### src/hw/rtl/eplat_pkg.sv
// shared types and constants for the exclusion process lattice step block
// item structs, kind and register codes, sequencer states, saturating increment
// no dependencies
package eplat_pkg;

   localparam int SITES     = 128;
   localparam int SITE_W    = $clog2(SITES);
   localparam int MID_SITE  = SITES / 2 - 1;
   localparam int LAST_SITE = SITES - 1;
   localparam int THR_W     = 16;
   localparam int CNT_W     = 32;
   localparam int CSR_IDX_W = 2;

   localparam logic [1:0] KIND_ATTEMPT = 2'd0;
   localparam logic [1:0] KIND_SAMPLE  = 2'd1;
   localparam logic [1:0] KIND_READ    = 2'd2;

   localparam logic [CSR_IDX_W-1:0] REG_ENTRY = 2'd0;
   localparam logic [CSR_IDX_W-1:0] REG_EXIT  = 2'd1;
   localparam logic [CSR_IDX_W-1:0] REG_HOP   = 2'd2;

   localparam logic [THR_W-1:0] HOP_THR_RESET = 16'd655;

   typedef struct packed {
      logic [1:0]       kind;
      logic [6:0]       site_index;
      logic [THR_W-1:0] draw_first;
      logic [THR_W-1:0] draw_second;
      logic             measuring;
   } req_item_type;

   typedef struct packed {
      logic             entered;
      logic             exited;
      logic             hopped;
      logic             site_occupied;
      logic [CNT_W-1:0] current_count;
      logic [CNT_W-1:0] density_value;
   } rsp_item_type;

   typedef enum logic [2:0] {
      ST_IDLE,
      ST_ATTEMPT,
      ST_SWEEP_RD,
      ST_SWEEP_WR,
      ST_READ,
      ST_RESP
   } state_type;

   function automatic logic [CNT_W-1:0] sat_inc(input logic [CNT_W-1:0] v);
      sat_inc = (v == {CNT_W{1'b1}}) ? v : v + CNT_W'(1);
   endfunction

endpackage

### src/hw/rtl/exclusion_process_lattice_step.sv
// exclusion process lattice: occupancy bits, per-site density counters, crossing count
// one sequencer around a single shared saturating incrementer and a density memory
// depends on eplat_pkg
//
//  channel   ports                         handshake
//  -------   ---------------------------   ------------------------------------
//  request   start, busy, req_item         taken when start high and busy low
//  result    rsp_valid, rsp_item           one-cycle strobe, cannot be held off
//  config    csr_valid, csr_ready,         written when csr_valid and csr_ready
//            csr_index, csr_data           (csr_ready is always high)
//
// attempt and read items pass through ST_ATTEMPT or ST_READ before the result
// strobe in ST_RESP, unused-kind items go straight to it; sample items walk
// the density memory through its single port, a read and a write state per
// site, before the strobe; busy stays high until the cycle after the strobe
// reset is synchronous; density entries carry valid bits cleared by reset, so
// there is no clearing pass and the block takes items right after reset
module exclusion_process_lattice_step
   import eplat_pkg::*;
(
   input  logic                 clock,
   input  logic                 reset,
   input  logic                 start,
   output logic                 busy,
   input  req_item_type         req_item,
   output logic                 rsp_valid,
   output rsp_item_type         rsp_item,
   input  logic                 csr_valid,
   output logic                 csr_ready,
   input  logic [CSR_IDX_W-1:0] csr_index,
   input  logic [THR_W-1:0]     csr_data
);

   // control and lattice state
   state_type          state_ff, state_in;
   req_item_type       req_ff, req_in;
   logic [SITES-1:0]   occ_ff, occ_in;
   logic [SITES-1:0]   dvld_ff, dvld_in;
   logic [CNT_W-1:0]   crossing_ff, crossing_in;
   logic [SITE_W-1:0]  ctr_ff, ctr_in;
   logic               ent_ff, ent_in;
   logic               ext_ff, ext_in;
   logic               hop_ff, hop_in;

   // thresholds
   logic [THR_W-1:0]   entry_thr_ff, exit_thr_ff, hop_thr_ff;

   // density memory, single port, registered read
   logic [CNT_W-1:0]   dens_mem [SITES];
   logic [CNT_W-1:0]   rd_data_ff;
   logic [SITE_W-1:0]  mem_addr;
   logic               mem_we;

   // the shared saturating incrementer
   logic [CNT_W-1:0]   inc_operand;
   logic [CNT_W-1:0]   inc_result;

   // attempt decode
   logic [SITE_W-1:0]  s_idx;
   logic [SITE_W-1:0]  s_next;
   logic               site_ok;
   logic               at_first, at_last;
   logic               occ_s, occ_n, occ_s_ent;
   logic               first_used;
   logic [THR_W-1:0]   hop_draw;
   logic               ent_c, ext_c, hop_c;
   logic               dens_ok;

   assign csr_ready  = 1'b1;
   assign busy       = (state_ff != ST_IDLE);
   assign inc_result = sat_inc(inc_operand);

   assign s_idx    = SITE_W'(req_ff.site_index);
   assign s_next   = s_idx + SITE_W'(1);
   assign site_ok  = (32'(req_ff.site_index) < 32'(SITES));
   assign at_first = (32'(s_idx) == 32'(0));
   assign at_last  = (32'(s_idx) == 32'(LAST_SITE));
   assign occ_s    = occ_ff[s_idx];
   assign occ_n    = at_last ? 1'b1 : occ_ff[s_next];

   // entry at site zero uses up draw_first, a following hop then takes draw_second
   assign first_used = at_first && !occ_s;
   assign ent_c      = first_used && (req_ff.draw_first <= entry_thr_ff);
   assign occ_s_ent  = occ_s || ent_c;
   assign ext_c      = at_last && occ_s_ent && (req_ff.draw_first <= exit_thr_ff);
   assign hop_draw   = first_used ? req_ff.draw_second : req_ff.draw_first;
   assign hop_c      = !at_last && occ_s_ent && !occ_n && (hop_draw <= hop_thr_ff);

   assign dens_ok = (req_ff.kind == KIND_READ) && site_ok && dvld_ff[s_idx];

   // result fields come straight from registers during the strobe cycle
   always_comb begin
      rsp_valid                = (state_ff == ST_RESP);
      rsp_item.entered         = ent_ff;
      rsp_item.exited          = ext_ff;
      rsp_item.hopped          = hop_ff;
      rsp_item.site_occupied   = site_ok && occ_ff[s_idx];
      rsp_item.current_count   = crossing_ff;
      rsp_item.density_value   = dens_ok ? rd_data_ff : '0;
   end

   // sequencer
   always_comb begin
      state_in    = state_ff;
      req_in      = req_ff;
      occ_in      = occ_ff;
      dvld_in     = dvld_ff;
      crossing_in = crossing_ff;
      ctr_in      = ctr_ff;
      ent_in      = ent_ff;
      ext_in      = ext_ff;
      hop_in      = hop_ff;
      mem_addr    = s_idx;
      mem_we      = 1'b0;
      inc_operand = crossing_ff;
      case (state_ff)
         ST_IDLE: begin
            if (start) begin
               req_in = req_item;
               ent_in = 1'b0;
               ext_in = 1'b0;
               hop_in = 1'b0;
               ctr_in = '0;
               case (req_item.kind)
                  KIND_ATTEMPT: state_in = (32'(req_item.site_index) < 32'(SITES))
                                         ? ST_ATTEMPT : ST_RESP;
                  KIND_SAMPLE:  state_in = ST_SWEEP_RD;
                  KIND_READ:    state_in = ST_READ;
                  default:      state_in = ST_RESP;
               endcase
            end
         end
         ST_ATTEMPT: begin
            // incrementer serves the crossing count here
            inc_operand = crossing_ff;
            ent_in      = ent_c;
            ext_in      = ext_c;
            hop_in      = hop_c;
            if (ent_c) occ_in[s_idx] = 1'b1;
            if (ext_c) occ_in[s_idx] = 1'b0;
            if (hop_c) begin
               occ_in[s_idx]  = 1'b0;
               occ_in[s_next] = 1'b1;
               if ((32'(s_idx) == 32'(MID_SITE)) && req_ff.measuring) begin
                  crossing_in = inc_result;
               end
            end
            state_in = ST_RESP;
         end
         ST_SWEEP_RD: begin
            mem_addr = ctr_ff;
            state_in = ST_SWEEP_WR;
         end
         ST_SWEEP_WR: begin
            // incrementer serves the density counter of the current site
            mem_addr    = ctr_ff;
            inc_operand = dvld_ff[ctr_ff] ? rd_data_ff : '0;
            if (occ_ff[ctr_ff]) begin
               mem_we          = 1'b1;
               dvld_in[ctr_ff] = 1'b1;
            end
            ctr_in = ctr_ff + SITE_W'(1);
            if (32'(ctr_ff) == 32'(LAST_SITE)) begin
               state_in = ST_RESP;
            end else begin
               state_in = ST_SWEEP_RD;
            end
         end
         ST_READ: begin
            mem_addr = s_idx;
            state_in = ST_RESP;
         end
         ST_RESP: begin
            state_in = ST_IDLE;
         end
         default: begin
            state_in = ST_IDLE;
         end
      endcase
   end

   always_ff @(posedge clock) begin
      if (reset) begin
         state_ff     <= ST_IDLE;
         occ_ff       <= '0;
         dvld_ff      <= '0;
         crossing_ff  <= '0;
         ctr_ff       <= '0;
         ent_ff       <= 1'b0;
         ext_ff       <= 1'b0;
         hop_ff       <= 1'b0;
         entry_thr_ff <= '0;
         exit_thr_ff  <= '0;
         hop_thr_ff   <= HOP_THR_RESET;
      end else begin
         state_ff    <= state_in;
         occ_ff      <= occ_in;
         dvld_ff     <= dvld_in;
         crossing_ff <= crossing_in;
         ctr_ff      <= ctr_in;
         ent_ff      <= ent_in;
         ext_ff      <= ext_in;
         hop_ff      <= hop_in;
         // unused index is dropped
         if (csr_valid && csr_ready) begin
            case (csr_index)
               REG_ENTRY: entry_thr_ff <= csr_data;
               REG_EXIT:  exit_thr_ff  <= csr_data;
               REG_HOP:   hop_thr_ff   <= csr_data;
               default:   ;
            endcase
         end
      end
   end

   // payload register, no reset needed
   always_ff @(posedge clock) begin
      req_ff <= req_in;
   end

   // density memory port
   always_ff @(posedge clock) begin
      if (mem_we) begin
         dens_mem[mem_addr] <= inc_result;
      end
      rd_data_ff <= dens_mem[mem_addr];
   end

endmodule

### config.mk
export PLATFORM = sky130hd
export DESIGN_NAME = exclusion_process_lattice_step
export DESIGN_NICKNAME = d
export VERILOG_FILES = /design/src/hw/rtl/eplat_pkg.sv /design/src/hw/rtl/exclusion_process_lattice_step.sv
export SDC_FILE = /design/constraint.sdc
export NUM_CORES = 2
export LEC_CHECK = 0
export BUFFER_PORTS_ARGS = -buffer_cell sky130_fd_sc_hd__buf_4
export CAP_MARGIN = 15
export CORE_UTILIZATION = 40
export DETAILED_ROUTE_END_ITERATION = 12
export PLACE_DENSITY = 0.53
export SKIP_CTS_REPAIR_TIMING = 1
export SYNTH_ARGS = -nofsm -noshare
export SYNTH_HDL_FRONTEND = slang
export SYNTH_SLANG_ARGS = --single-unit
export TNS_END_PERCENT = 20
### constraint.sdc
create_clock -name clock -period 31.3 [get_ports clock]
set_input_delay 1.565 -clock clock [delete_from_list [all_inputs] [get_ports clock]]
set_output_delay 1.565 -clock clock [all_outputs]
set_load 0.02 [all_outputs]
==> flow_summary.yaml <==
global_routing:
  grt_antenna_before_repair: 63
  overflow: 0
  grt_use_total_pct: 30.3
  grt_pass1_wl_um: 923000
  grt_max_degree: 145
  grt_pass1_vias: 108428
clock_network:
  cts_tree: "yes"
  insertion_delay_ns: 1.04
  cts.root.buffer_cell: "clkbuf_16"
  clock_path_buffers: 4
  cts.sinks: 4519
  clkTransAtPathRegs_ns: 0.06
  numCtsBuffers: 454
  htreeDepth: 5
power_and_ir_drop:
  p_per_area_mw_per_mm2: 73.4
  switchingPower_mw: 4.37
  sequentialPowerShare_pct: 45.3
  switching_share_pct: 29.8
  ir_worst_vdd_v: 0.0000496
  internal_power_mw: 10.3
  power_frac_comb_pct: 17.5
  clock_power_share_pct: 37.2
  p_leak_nw: 60.9
timing:
  setup_viol: 0
  maxSlewHeadroom_pct: 3.42
  rsz0062_at_grt: "no"
  finalMaxSlewViolations: 0
  max_clock_freq_ghz: 0.115
  worst_clock_skew_ns: 0.0745
  period_minus_slack_ns: 8.71
  min_period_over_period_pct: 27.8
  final_hold_viol_count: 0
  holdWs_ns: 0.454
  setup_ws_ns: 22.59
  fin_setup_tns_ns: 0
  worstMarginPinSlew_ns: 1.43
placement:
  dpl_worst_slack_ns: 22.80
  numPortBuffers: 133
  gp_congestion: 0.932
  hpwl_um: 407000
floorplanning:
  rows: 242
  die_x_um: 662
  coreArea_mm2: 0.434
  num_io_pins: 135
  die_y_um: 662
  start_util_pct: 40.2
  dieArea_mm2: 0.439
logic_synthesis:
  synth_top_flop_cell: "edfxtp_1"
  synthArstFlopShare_pct: 0
  ys_seq_area_share_pct: 75.6
  synthesis.area_mm2: 0.174
  ys_warn_count: 0
  syn-num-nets: 11710
  ys_seq_elements: 4519
  synth_edf_count: 4138
  syn_inst: 11591
  ys_types: 88
  synth_area_per_cell_um2: 15.0
routing:
  wire_per_inst_um: 37.8
  ant_nets: 0
  drt_pass1_iterations: 8
  drtIter0Drc: 18379
  vias_per_cell: 6.40
  drc: 0
  detail_route.wirelength_um: 682000
  vias: 115424
cells_and_area:
  final_layout_size_suffix_gt1_share_pct: 13.6
  syn2layout_area_growth_pct: 14.8
  fillCellCount: 37575
  fin_nets: 11989
job:
  max_cap_viol_count: 0
critical_path:
  r2r_end: "occ_ff[66]$_SDFFE_PP0P_"
  crit-reg2reg-launch: "s_idx[1]$_DFFE_PP_"
  crit_family: "buffers and inverters"
  crit_path_cell_trace: "buf_4 -> buf_4 -> inv_1 -> a221oi_1 -> o221ai_1 -> and4_1 -> o31a_1 -> nor3b_2 -> buf_4 -> mux2_2 -> ha_1 -> nor2b_1 -> o21ai_0 -> nand2b_1 -> a2111oi_0 -> o21ai_0 -> a21oi_1 -> nand4_1 -> nor2b_4 -> buf_4 -> buf_4 -> nand4_1 -> or3_1 -> a21oi_1"
  critPathSlowestCell: "nand4_1"
  endpoint_kind: "register"
  rrSetupSlack_ns: 22.59
  critPathRequiredTime_ns: 32.21
  crit_path_start_kind: "register"
  cp_slowest_stage_delay_ns: 0.83
  critPathBufInv: 6
  worstPathMaxFanout: 45
  crit_top_cell: "buf_4"
  critPathKind: "reg -> reg"
  r2r_cells: 24
  arrival_ns: 9.62
worst_hold_path:
  min_to: "entry_thr_ff[2]$_SDFFE_PP0P_"
  hold-path-cell-count: 2
  min_path_type: "reg -> reg"
  worstHoldStart: "entry_thr_ff[2]$_SDFFE_PP0P_"
run_status:
  outcome: "finished clean"
[worst register-to-register path, stage by stage, from the launching register on]
cell and delay, ns:
edfxtp_1 0.33, buf_4 0.48, buf_4 0.64, inv_1 0.52
a221oi_1 0.41, o221ai_1 0.14, and4_1 0.23, o31a_1 0.36
nor3b_2 0.23, buf_4 0.33, mux2_2 0.39, ha_1 0.29
nor2b_1 0.13, o21ai_0 0.17, nand2b_1 0.09, a2111oi_0 0.52
o21ai_0 0.17, a21oi_1 0.32, nand4_1 0.26, nor2b_4 0.19
buf_4 0.39, buf_4 0.39, nand4_1 0.85, or3_1 0.65
a21oi_1 0.14
[power by group through the flow]
stage	Sequential, mW	Combinational [mW]	Clock [mW]
3_3_place_gp	6.78	2.48	0
3_5_place_dp	6.78	2.49	0
4_1_cts	6.65	2.50	5.49
6_report	6.65	2.58	5.46
2_1_floorplan	6.73	1.20	0
5_1_grt	6.65	2.64	5.72
[cell type report]
| type | instances | area, um^2 | area share, % |
|---|---|---|---|
| Clock buffer | 564 | 12100 | 6.05 |
| Clock inverter | 280 | 2640 | 1.32 |
| Tap cell | 5734 | 7170 | 3.58 |
| Multi-Input combinational cell | 6196 | 40900 | 20.4 |
| Timing Repair Buffer | 630 | 5160 | 2.58 |
| Sequential cell | 4519 | 132000 | 65.9 |
| Antenna cell | 37 | 92.6 | 0.0462 |
| Inverter | 69 | 264 | 0.132 |
[routing by layer]
layer / global-route usage (%) / share of wire (%) / up-vias / wire length, um
met2: 45.6 / 44 / 7506 / 301000
met5: 0 / 0.042 / - / 286
met3: 7.62 / 12 / 1291 / 79000
met4: 13.9 / 5.3 / 44 / 36400
li1: - / - / 46752 / -
met1: 41.3 / 39 / 59831 / 266000
[how the worst max path moves through the flow]
stage | cells after the start | from | endpoint
final | 24 | s_idx[1]$_DFFE_PP_ | occ_ff[66]$_SDFFE_PP0P_
after global routing | 25 | s_idx[1]$_DFFE_PP_ | occ_ff[66]$_SDFFE_PP0P_
after CTS | 24 | s_idx[1]$_DFFE_PP_ | occ_ff[66]$_SDFFE_PP0P_
after detailed placement | 24 | s_idx[1]$_DFFE_PP_ | occ_ff[66]$_SDFFE_PP0P_
after global placement | 24 | s_idx[1]$_DFFE_PP_ | occ_ff[66]$_SDFFE_PP0P_
after floorplan | 20 | ctr_ff[0]$_SDFFE_PP0P_ | dens_mem[0][19]$_DFFE_PP_
[cell families (layout without fill, tap and decap cells)]
family	Yosys count	in the layout	share of synthesized area, %
AOI/OAI and AO/OA	3295	3295	13.3
xor gates and xnor gates	31	31	0.156
adders and majority gates	55	55	0.394
buffers and inverters	876	1543	2.02
DFF	4519	4519	75.6
muxes	333	333	2.28
other	1	38	0.00215
and+or+nand+nor	2481	2481	6.28
[state kept, by name (all words and copies together), names as in the netlist]
| register | flops |
|---|---|
| dens_mem | 4096 |
| dvld_ff | 128 |
| occ_ff | 128 |
| req_ff | 35 |
| crossing_ff | 32 |
| rd_data_ff | 32 |
| entry_thr_ff | 16 |
| exit_thr_ff | 16 |
| hop_thr_ff | 16 |
| ctr_ff | 7 |
| s_idx | 7 |
| state_ff | 3 |
| ent_ff | 1 |
| ext_ff | 1 |
| hop_ff | 1 |
[Yosys cell counts (84+ instances only)]
cell	n	area (um^2)
buf_1	203	762
buf_2	116	581
dfxtp_1	381	7630
mux2i_1	222	2220
nor2_1	492	1850
nand4_1	164	1030
a22oi_1	1527	11500
nor3_1	127	636
o21a_1	135	1010
clkbuf_1	468	1760
a221oi_1	200	1750
edfxtp_1	4138	124000
a31oi_1	137	857
nand3_1	107	536
a21oi_1	605	3030
o21ai_0	200	1000
a41oi_1	99	867
nand2_1	1264	4740
o22ai_1	84	526
[stage by stage]
stage / std cells / total power, mW / utilization [%] / area (um^2)
after floorplan: 11591 / 7.93 / - / 174000
after global placement: 17137 / 9.25 / 42.7 / 185000
after detailed placement: 17141 / 9.27 / 42.7 / 185000
after CTS: 17985 / 14.6 / 46.1 / 200000
after global routing: 18003 / 15.0 / 46.1 / 200000
final: 18029 / 14.7 / 46.1 / 200000
[cell usage in the layout, fill, tap and decap left out, types with 87 or more instances in the layout]
master     instances
nand3_1          104
o21a_1           135
a221oi_1         200
clkinv_1         112
nand4_1          164
clkbuf_16        463
a31oi_1          137
dfxtp_1          378
o21ai_0          190
a22oi_1         1527
a41oi_1           96
edfxtp_1        4138
buf_4            594
nor2_1           349
nor3_1           119
nor2_4           141
mux2i_1          216
clkbuf_1          87
a21oi_1          604
clkinv_2          88
nand2_1         1257
No activity file was read; power rests on OpenSTA's default activity.
